## src/rtl/core/itdd_pkg.sv

```systemverilog
// ----------------------------------------------------------------------------
// itdd_pkg
// Shared types and constants for the integer to decimal digits block.
// ----------------------------------------------------------------------------
package itdd_pkg;

  localparam int unsigned VALUE_W       = 61;
  localparam int unsigned DIGIT_W       = 4;
  localparam int unsigned COUNT_W       = 5;
  localparam int unsigned BCD_DIGITS    = 19;
  localparam int unsigned BCD_W         = BCD_DIGITS * DIGIT_W;
  localparam int unsigned BITS_PER_STEP = 4;
  localparam int unsigned CONV_STEPS    = (VALUE_W + BITS_PER_STEP - 1) / BITS_PER_STEP;
  localparam int unsigned BIN_W         = CONV_STEPS * BITS_PER_STEP;
  localparam int unsigned CONV_CNT_W    = $clog2(CONV_STEPS);
  localparam int unsigned FIFO_DEPTH    = 2;
  localparam int unsigned FIFO_PTR_W    = $clog2(FIFO_DEPTH);
  localparam int unsigned FIFO_CNT_W    = $clog2(FIFO_DEPTH + 1);

  localparam logic [VALUE_W-1:0] SPLIT_BIG = VALUE_W'(64'd10000000000000000);
  localparam logic [VALUE_W-1:0] SMALL_MAX = VALUE_W'(64'd2147483647);

  localparam logic [COUNT_W-1:0] LOW_W_SMALL = COUNT_W'(0);
  localparam logic [COUNT_W-1:0] LOW_W_MID   = COUNT_W'(8);
  localparam logic [COUNT_W-1:0] LOW_W_BIG   = COUNT_W'(9);

  typedef enum logic [1:0] {
    CLS_SMALL,
    CLS_MID,
    CLS_BIG
  } cls_e;

  typedef enum logic [1:0] {
    B_IDLE,
    B_CONV,
    B_SIZE,
    B_EMIT
  } back_state_e;

  typedef struct packed {
    logic [VALUE_W-1:0] value;
    cls_e               cls;
  } entry_t;

endpackage

```

## src/rtl/core/itdd_front.sv

```systemverilog
// ----------------------------------------------------------------------------
// itdd_front
// Input stage: takes items, drops zero, tags each with its split class.
// ----------------------------------------------------------------------------
module itdd_front (
  input  logic                   clk_i,
  input  logic                   rst_ni,
  input  logic                   in_valid_i,
  output logic                   in_ready_o,
  input  logic [itdd_pkg::VALUE_W-1:0] value_i,
  output logic                   push_valid_o,
  input  logic                   push_ready_i,
  output itdd_pkg::entry_t       push_entry_o
);
  import itdd_pkg::*;

  logic   vld_d, vld_q;
  entry_t entry_d, entry_q;
  logic   take;

  assign in_ready_o = !vld_q || push_ready_i;
  assign take       = in_valid_i && in_ready_o;

  always_comb begin
    vld_d   = vld_q && !push_ready_i;
    entry_d = entry_q;
    if (take && (value_i != '0)) begin
      vld_d         = 1'b1;
      entry_d.value = value_i;
      if (value_i >= SPLIT_BIG) begin
        entry_d.cls = CLS_BIG;
      end else if (value_i > SMALL_MAX) begin
        entry_d.cls = CLS_MID;
      end else begin
        entry_d.cls = CLS_SMALL;
      end
    end
  end

  always_ff @(posedge clk_i or negedge rst_ni) begin
    if (!rst_ni) begin
      vld_q <= 1'b0;
    end else begin
      vld_q <= vld_d;
    end
  end

  always_ff @(posedge clk_i) begin
    entry_q <= entry_d;
  end

  assign push_valid_o = vld_q;
  assign push_entry_o = entry_q;

endmodule

```

## src/rtl/core/itdd_fifo.sv

```systemverilog
// ----------------------------------------------------------------------------
// itdd_fifo
// Short queue between the front and back parts.
// ----------------------------------------------------------------------------
module itdd_fifo (
  input  logic             clk_i,
  input  logic             rst_ni,
  input  logic             push_valid_i,
  output logic             push_ready_o,
  input  itdd_pkg::entry_t push_entry_i,
  output logic             pop_valid_o,
  input  logic             pop_i,
  output itdd_pkg::entry_t pop_entry_o
);
  import itdd_pkg::*;

  entry_t                mem_q [FIFO_DEPTH];
  logic [FIFO_PTR_W-1:0] wr_ptr_d, wr_ptr_q, rd_ptr_d, rd_ptr_q;
  logic [FIFO_CNT_W-1:0] cnt_d, cnt_q;
  logic                  push, pop;

  assign push_ready_o = cnt_q != FIFO_CNT_W'(FIFO_DEPTH);
  assign pop_valid_o  = cnt_q != '0;
  assign push         = push_valid_i && push_ready_o;
  assign pop          = pop_i && pop_valid_o;
  assign pop_entry_o  = mem_q[rd_ptr_q];

  always_comb begin
    wr_ptr_d = push ? wr_ptr_q + 1'b1 : wr_ptr_q;
    rd_ptr_d = pop ? rd_ptr_q + 1'b1 : rd_ptr_q;
    cnt_d    = cnt_q;
    if (push && !pop) begin
      cnt_d = cnt_q + 1'b1;
    end else if (pop && !push) begin
      cnt_d = cnt_q - 1'b1;
    end
  end

  always_ff @(posedge clk_i or negedge rst_ni) begin
    if (!rst_ni) begin
      wr_ptr_q <= '0;
      rd_ptr_q <= '0;
      cnt_q    <= '0;
    end else begin
      wr_ptr_q <= wr_ptr_d;
      rd_ptr_q <= rd_ptr_d;
      cnt_q    <= cnt_d;
    end
  end

  always_ff @(posedge clk_i) begin
    if (push) begin
      mem_q[wr_ptr_q] <= push_entry_i;
    end
  end

endmodule

```

## src/rtl/core/itdd_back.sv

```systemverilog
// ----------------------------------------------------------------------------
// itdd_back
// Back part: shift-add-3 conversion, digit count, serial digit output.
// ----------------------------------------------------------------------------
module itdd_back (
  input  logic             clk_i,
  input  logic             rst_ni,
  input  logic             pop_valid_i,
  output logic             pop_o,
  input  itdd_pkg::entry_t pop_entry_i,
  output logic             out_valid_o,
  input  logic             out_ready_i,
  output logic [itdd_pkg::DIGIT_W-1:0] digit_o,
  output logic [itdd_pkg::COUNT_W-1:0] digit_count_o,
  output logic             last_o
);
  import itdd_pkg::*;

  back_state_e state_d, state_q;

  logic [BIN_W-1:0]                    bin_d, bin_q;
  logic [BCD_DIGITS-1:0][DIGIT_W-1:0]  bcd_d, bcd_q;
  logic [CONV_CNT_W-1:0]               step_d, step_q;
  cls_e                                cls_d, cls_q;
  logic [COUNT_W-1:0]                  n_d, n_q, pos_d, pos_q;

  logic                                out_vld_d, out_vld_q;
  logic [DIGIT_W-1:0]                  dig_d, dig_q;
  logic [COUNT_W-1:0]                  cnt_d, cnt_q;
  logic                                last_d, last_q;

  logic [BCD_DIGITS-1:0][DIGIT_W-1:0]  dab_bcd;
  logic [BIN_W-1:0]                    dab_bin;
  logic [BCD_W:0]                      dab_shift;
  logic [COUNT_W-1:0]                  nv, low_w, hi_w, grp_w, tot_w;

  // four bits of shift-add-3 per cycle
  always_comb begin
    dab_bcd   = bcd_q;
    dab_bin   = bin_q;
    dab_shift = '0;
    for (int s = 0; s < BITS_PER_STEP; s++) begin
      for (int d = 0; d < BCD_DIGITS; d++) begin
        if (dab_bcd[d] >= DIGIT_W'(5)) begin
          dab_bcd[d] = dab_bcd[d] + DIGIT_W'(3);
        end
      end
      dab_shift = {dab_bcd, dab_bin[BIN_W-1]};
      dab_bcd   = dab_shift[BCD_W-1:0];
      dab_bin   = {dab_bin[BIN_W-2:0], 1'b0};
    end
  end

  // significant digits and total run length
  always_comb begin
    nv = '0;
    for (int d = 0; d < BCD_DIGITS; d++) begin
      if (bcd_q[d] != '0) begin
        nv = COUNT_W'(d + 1);
      end
    end
    case (cls_q)
      CLS_BIG: low_w = LOW_W_BIG;
      CLS_MID: low_w = LOW_W_MID;
      default: low_w = LOW_W_SMALL;
    endcase
    hi_w  = nv - low_w;
    grp_w = (hi_w + COUNT_W'(3)) & ~COUNT_W'(3);
    tot_w = grp_w + low_w;
  end

  always_comb begin
    state_d   = state_q;
    bin_d     = bin_q;
    bcd_d     = bcd_q;
    step_d    = step_q;
    cls_d     = cls_q;
    n_d       = n_q;
    pos_d     = pos_q;
    out_vld_d = out_vld_q && !out_ready_i;
    dig_d     = dig_q;
    cnt_d     = cnt_q;
    last_d    = last_q;
    pop_o     = 1'b0;
    case (state_q)
      B_IDLE: begin
        if (pop_valid_i) begin
          pop_o   = 1'b1;
          bin_d   = BIN_W'(pop_entry_i.value);
          bcd_d   = '0;
          step_d  = '0;
          cls_d   = pop_entry_i.cls;
          state_d = B_CONV;
        end
      end
      B_CONV: begin
        bin_d  = dab_bin;
        bcd_d  = dab_bcd;
        step_d = step_q + 1'b1;
        if (step_q == CONV_CNT_W'(CONV_STEPS - 1)) begin
          state_d = B_SIZE;
        end
      end
      B_SIZE: begin
        n_d     = tot_w;
        pos_d   = tot_w - 1'b1;
        state_d = B_EMIT;
      end
      B_EMIT: begin
        if (!out_vld_d) begin
          out_vld_d = 1'b1;
          dig_d     = (pos_q < COUNT_W'(BCD_DIGITS)) ? bcd_q[pos_q] : '0;
          cnt_d     = n_q;
          last_d    = pos_q == '0;
          pos_d     = pos_q - 1'b1;
          if (pos_q == '0) begin
            state_d = B_IDLE;
          end
        end
      end
      default: state_d = B_IDLE;
    endcase
  end

  always_ff @(posedge clk_i or negedge rst_ni) begin
    if (!rst_ni) begin
      state_q   <= B_IDLE;
      out_vld_q <= 1'b0;
    end else begin
      state_q   <= state_d;
      out_vld_q <= out_vld_d;
    end
  end

  always_ff @(posedge clk_i) begin
    bin_q  <= bin_d;
    bcd_q  <= bcd_d;
    step_q <= step_d;
    cls_q  <= cls_d;
    n_q    <= n_d;
    pos_q  <= pos_d;
    dig_q  <= dig_d;
    cnt_q  <= cnt_d;
    last_q <= last_d;
  end

  assign out_valid_o   = out_vld_q;
  assign digit_o       = dig_q;
  assign digit_count_o = cnt_q;
  assign last_o        = last_q;

endmodule

```

## src/rtl/core/integer_to_decimal_digits.sv

```systemverilog
// ----------------------------------------------------------------------------
// integer_to_decimal_digits
// Converts a positive integer to its decimal digits, most significant first.
// ----------------------------------------------------------------------------
// In the back part each item is dispatched, converted by the shift-add-3
// converter (four input bits per cycle over 64 bits), sized, then sent out
// one digit per cycle into the output register unless the output stalls.
// The front stage and a two-entry queue accept up to three further items
// while a conversion runs. A value of zero produces no digits.
module integer_to_decimal_digits (
  input  logic                         clk_i,
  input  logic                         rst_ni,
  input  logic                         in_valid_i,
  output logic                         in_ready_o,
  input  logic [itdd_pkg::VALUE_W-1:0] value_i,
  output logic                         out_valid_o,
  input  logic                         out_ready_i,
  output logic [itdd_pkg::DIGIT_W-1:0] digit_o,
  output logic [itdd_pkg::COUNT_W-1:0] digit_count_o,
  output logic                         last_o
);
  import itdd_pkg::*;

  logic   push_valid, push_ready, pop_valid, pop;
  entry_t push_entry, pop_entry;

  itdd_front u_front (
    .clk_i        (clk_i),
    .rst_ni       (rst_ni),
    .in_valid_i   (in_valid_i),
    .in_ready_o   (in_ready_o),
    .value_i      (value_i),
    .push_valid_o (push_valid),
    .push_ready_i (push_ready),
    .push_entry_o (push_entry)
  );

  itdd_fifo u_fifo (
    .clk_i        (clk_i),
    .rst_ni       (rst_ni),
    .push_valid_i (push_valid),
    .push_ready_o (push_ready),
    .push_entry_i (push_entry),
    .pop_valid_o  (pop_valid),
    .pop_i        (pop),
    .pop_entry_o  (pop_entry)
  );

  itdd_back u_back (
    .clk_i         (clk_i),
    .rst_ni        (rst_ni),
    .pop_valid_i   (pop_valid),
    .pop_o         (pop),
    .pop_entry_i   (pop_entry),
    .out_valid_o   (out_valid_o),
    .out_ready_i   (out_ready_i),
    .digit_o       (digit_o),
    .digit_count_o (digit_count_o),
    .last_o        (last_o)
  );

endmodule

```

## config.mk

```make
export PLATFORM = sky130hd
export DESIGN_NAME = integer_to_decimal_digits
export DESIGN_NICKNAME = d
export VERILOG_FILES = /design/src/rtl/core/itdd_pkg.sv /design/src/rtl/core/itdd_front.sv /design/src/rtl/core/itdd_fifo.sv /design/src/rtl/core/itdd_back.sv /design/src/rtl/core/integer_to_decimal_digits.sv
export SDC_FILE = /design/constraint.sdc
export NUM_CORES = 1
export LEC_CHECK = 0
export BUFFER_PORTS_ARGS = -buffer_cell sky130_fd_sc_hd__buf_2
export CAP_MARGIN = 20
export CORE_ASPECT_RATIO = 1.75
export CORE_MARGIN = 2
export CORE_UTILIZATION = 55
export CTS_BUF_LIST = sky130_fd_sc_hd__clkbuf_4 sky130_fd_sc_hd__clkbuf_8
export DETAILED_ROUTE_END_ITERATION = 6
export PLACE_DENSITY = 0.72
export SLEW_MARGIN = 40
export SYNTH_ARGS = -nofsm -noshare
export SYNTH_HDL_FRONTEND = slang
export SYNTH_SLANG_ARGS = --single-unit
```

## constraint.sdc

```tcl
create_clock -name clk_i -period 11.8 [get_ports clk_i]
set_input_delay 0.59 -clock clk_i [delete_from_list [all_inputs] [get_ports clk_i]]
set_output_delay 0.59 -clock clk_i [all_outputs]
set_load 0.02 [all_outputs]
```

==> metrics.csv <==
stage,metric,value,unit
global_routing,first-pass GRT wire length,87.24,mm
logic_synthesis,Synth Area in XOR/XNOR,0.02742,
die,starting density of the core,0.5550,
global_routing,GR Overflow Total,0,
logic_synthesis,compound-cell area share of the yosys netlist,0.1485,
logic_synthesis,"EDFF count, synth",353,
clocking,CTS Hold Bufs,1,
setup_path,startpoint types,flop,
sta,RSZ-0062 raised after global routing,false,
logic_synthesis,sequential area share after synthesis,0.4407,
sta,slew margin rel.,0.4592,
clocking,clock sinks,361,
detailed_routing,routed wire length per instance,17.69,um
logic_synthesis,Seq cells post-synth,361,
setup_path,Critical R2R Launch,u_back.bcd_q[68]$_SDFFCE_PN0P_,
clocking,postcts setup bufs,0,
global_routing,met1 GRT Util,0.2205,
logic_synthesis,Synth warnings,0,
detailed_routing,Initial DRC Count,847,
setup_path,worst path required time,12140,ps
clocking,CTS clock-pin slew for the worst setup and hold paths,70,ps
setup_path,crit path max fanout,9,
placement,GPL Wtd Cong,0.9430,
logic_synthesis,Synth Area in Adders,0.08506,
sta,setup tns final,0,ps
detailed_routing,vias per cell,5.979,
cells_and_area,fillers,3720,
sta,Final Skew,23.42,ps
clocking,CTS tree,done,
logic_synthesis,Yosys cell types,101,
clocking,Clock Latency Late Sink,630,ps
logic_synthesis,syn nets,2600,
logic_synthesis,post-synthesis mux area share,0.08935,
logic_synthesis,Post-Syn Instances,2369,
die,Die Area,46330,um^2
global_routing,GRT Total Usage,0.2320,
detailed_routing,Vias,18190,
sta,crit share post-route,0.5025,
setup_path,reg2reg setup slack,5870,ps
die,row count,102,
detailed_routing,Routed Wire Length,53.83,mm
cells_and_area,Nets,2659,
setup_path,Setup Crit Path Kind,reg2reg,
setup_path,R2R Path End,u_back.bcd_q[69]$_SDFFCE_PN0P_,
detailed_routing,DRC,0,
placement,Port Buf Inserts,75,
logic_synthesis,mapped cell area,24510,um^2
global_routing,vias in the first global route,18720,
clocking,maximum buffer depth of the clock tree,3,
setup_path,cells on worst reg2reg path,26,
die,Die W,163.6,um
detailed_routing,Final ANT Viol Nets,0,
global_routing,met3 Resource Use GR,0.02884,
global_routing,grt peak-use layer,met2,
cells_and_area,most frequent cells in the layout,"353 x edfxtp_1, 248 x nand2_1, 172 x inv_1",
clocking,CTS buffer count,51,
clocking,PostCTS Resize Cnt,0,
cells_and_area,"most common cell after layout, fill and taps aside",edfxtp_1,
setup_path,CP Capture Type,flop,
placement,post-DP HPWL,40.04,mm
cells_and_area,fraction of final layout cells sized beyond drive strength 1,0.1211,
logic_synthesis,Yosys top cell area share,0.4326,
clocking,H-tree Lvls,2,
logic_synthesis,Synth async-reset ratio,0.02216,
logic_synthesis,top_reg_cell synth,edfxtp_1,
detailed_routing,First-pass DRT Iterations,5,
sta,Final Max Slew Viols,0,
worst_hold_path,HP Start,value_i[43],
flow_run,total of max-cap violations,0,
logic_synthesis,main combinational cell family by area after synthesis,simple AND/OR/NAND/NOR gates,
sta,min Tclk post-route,5930,ps
logic_synthesis,Avg Inst Size Synth,10.34,um^2
sta,Final Hold Vio Count,0,
worst_hold_path,worst hold path type,in2reg,
sta,Peak Freq,168.6,MHz
global_routing,largest net degree at the start of global routing,85,
global_routing,GR Layer Usage met2,0.4595,
die,total core area,44160,um^2
sta,Final setup viols,0,
worst_hold_path,Worst Hold Path Cells,1,
die,Die Y-Extent,283.2,um
setup_path,Critical Path AT,6270,ps
sta,Worst Tran Pin Value,811.2,ps
clocking,root buffer cell,clkbuf_8,
run_status,outcome,completed,
global_routing,initial antenna violation count,2,
logic_synthesis,Synth Area in Simple Gates,0.1645,
die,io pins,77,
worst_hold_path,Worst Hold Endpoint,u_front.push_entry_o[45]$_DFFE_PP_,
logic_synthesis,post-synthesis cell type with the largest combined area,edfxtp_1,
cells_and_area,"Area growth, synth to finish",8.480,%
logic_synthesis,Area contributors post-synth,"edfxtp_1 43%, ha_1 8.4%, mux2i_1 5.4%",
how the worst max path moves through the flow:
stage,from,endpoint,slack [ps],cells after the start
after floorplan,u_back.state_q[1]$_DFFE_PN0P_,u_back.bcd_q[0]$_SDFFCE_PN0P_,2840,6
after global placement,u_back.bcd_q[68]$_SDFFCE_PN0P_,u_back.bcd_q[69]$_SDFFCE_PN0P_,6040,26
after detailed placement,u_back.bcd_q[68]$_SDFFCE_PN0P_,u_back.bcd_q[69]$_SDFFCE_PN0P_,5890,26
after CTS,u_back.bcd_q[68]$_SDFFCE_PN0P_,u_back.bcd_q[69]$_SDFFCE_PN0P_,5870,26
after global routing,u_back.bcd_q[68]$_SDFFCE_PN0P_,u_back.bcd_q[69]$_SDFFCE_PN0P_,5200,26
final,u_back.bcd_q[68]$_SDFFCE_PN0P_,u_back.bcd_q[69]$_SDFFCE_PN0P_,5870,26
Yosys cell counts, types with 18 or more instances:
master	count
edfxtp_1	353
nand2_1	248
inv_1	173
ha_1	165
nor2_1	156
mux2i_1	133
o21ai_0	115
a21oi_1	87
nand2b_1	58
clkbuf_1	48
and2_1	43
xnor2_1	42
nor2b_1	38
o211ai_1	38
nor3_1	35
o21ai_1	32
or3_1	32
xor2_1	31
a211oi_1	29
buf_2	28
mux2_2	28
a211o_1	24
a21o_1	24
nand3_1	24
nor3b_1	22
mux4_2	20
o31ai_1	20
or4_1	18
sequential cells by signal, indices dropped and copies added, names as in the netlist, 2 cells and up:
| name | count |
|---|---|
| u_back.state_q | 2 |
| u_back.pos_q | 5 |
| u_front.push_entry_o | 63 |
| u_back.step_q | 4 |
| u_back.digit_o | 4 |
| u_fifo.mem_q | 126 |
| u_fifo.cnt_q | 2 |
| u_back.cls_q | 2 |
| u_back.bin_q | 64 |
| u_back.bcd_q | 76 |
| u_back.digit_count_o | 4 |
| u_back.n_q | 4 |
kinds of logic after synthesis:
| kind of cell | count (synthesis) |
|---|---|
| AND/OR/NAND/NOR | 783 |
| adder cells (fa/ha/maj) | 166 |
| multiplexers | 188 |
| other | 1 |
| buffers and inverters | 273 |
| AO/OA/AOI/OAI | 522 |
| flip-flops | 361 |
| XOR/XNOR | 75 |
layer usage:
| metal | share of wire | up-vias |
|---|---|---|
| li1 | - | 8875 |
| met1 | 0.36 | 8774 |
| met2 | 0.55 | 378 |
| met3 | 0.029 | 165 |
| met4 | 0.058 | 2 |
| met5 | 0.00035 | - |
cell type report:
type / instances / area [um^2] / area share
multi-input cells: 1735 / 12660 / 0.4762
clock buffers: 63 / 798.3 / 0.03003
repair buffers: 91 / 531.8 / 0.02000
well taps: 572 / 715.7 / 0.02692
flip-flops and latches: 361 / 10800 / 0.4064
clock inverters: 32 / 366.6 / 0.01379
diodes: 1 / 2.502 / 0.00009413
inverters: 188 / 705.7 / 0.02654
metrics by stage:
stage | setup WS, ps | hold slack [ps] | utilization | instances | cell area [um^2]
floorplan | 2842 | 294.4 | - | 2369 | 24510
finish | 5870 | 145.1 | 0.6020 | 3043 | 26580
detailed placement | 5886 | 405.4 | 0.5751 | 2946 | 25400
CTS | 5869 | 104.8 | 0.6017 | 3042 | 26570
global route | 5200 | 114.2 | 0.6020 | 3043 | 26580
global placement | 6044 | 400.7 | 0.5738 | 2942 | 25340
worst max-delay path: stages, from the launching register on:
cell,delay (ps)
edfxtp_1,500
inv_1,100
ha_1,240
nor2b_1,280
o21ai_0,190
nor2_1,250
inv_1,100
ha_1,260
nand2b_1,110
a31o_1,360
xnor2_1,190
inv_1,90
ha_1,190
nand2b_1,200
o311ai_1,140
o32ai_1,120
a22oi_1,460
nand2_1,140
xor2_1,240
inv_1,110
ha_1,190
nand2b_1,180
nor3b_1,150
a221o_1,360
nor3_2,220
xor2_1,210
nor2_1,50
Power is not shown: default switching activity piles up to over one toggle a cycle in this logic, so the estimate is an artifact.
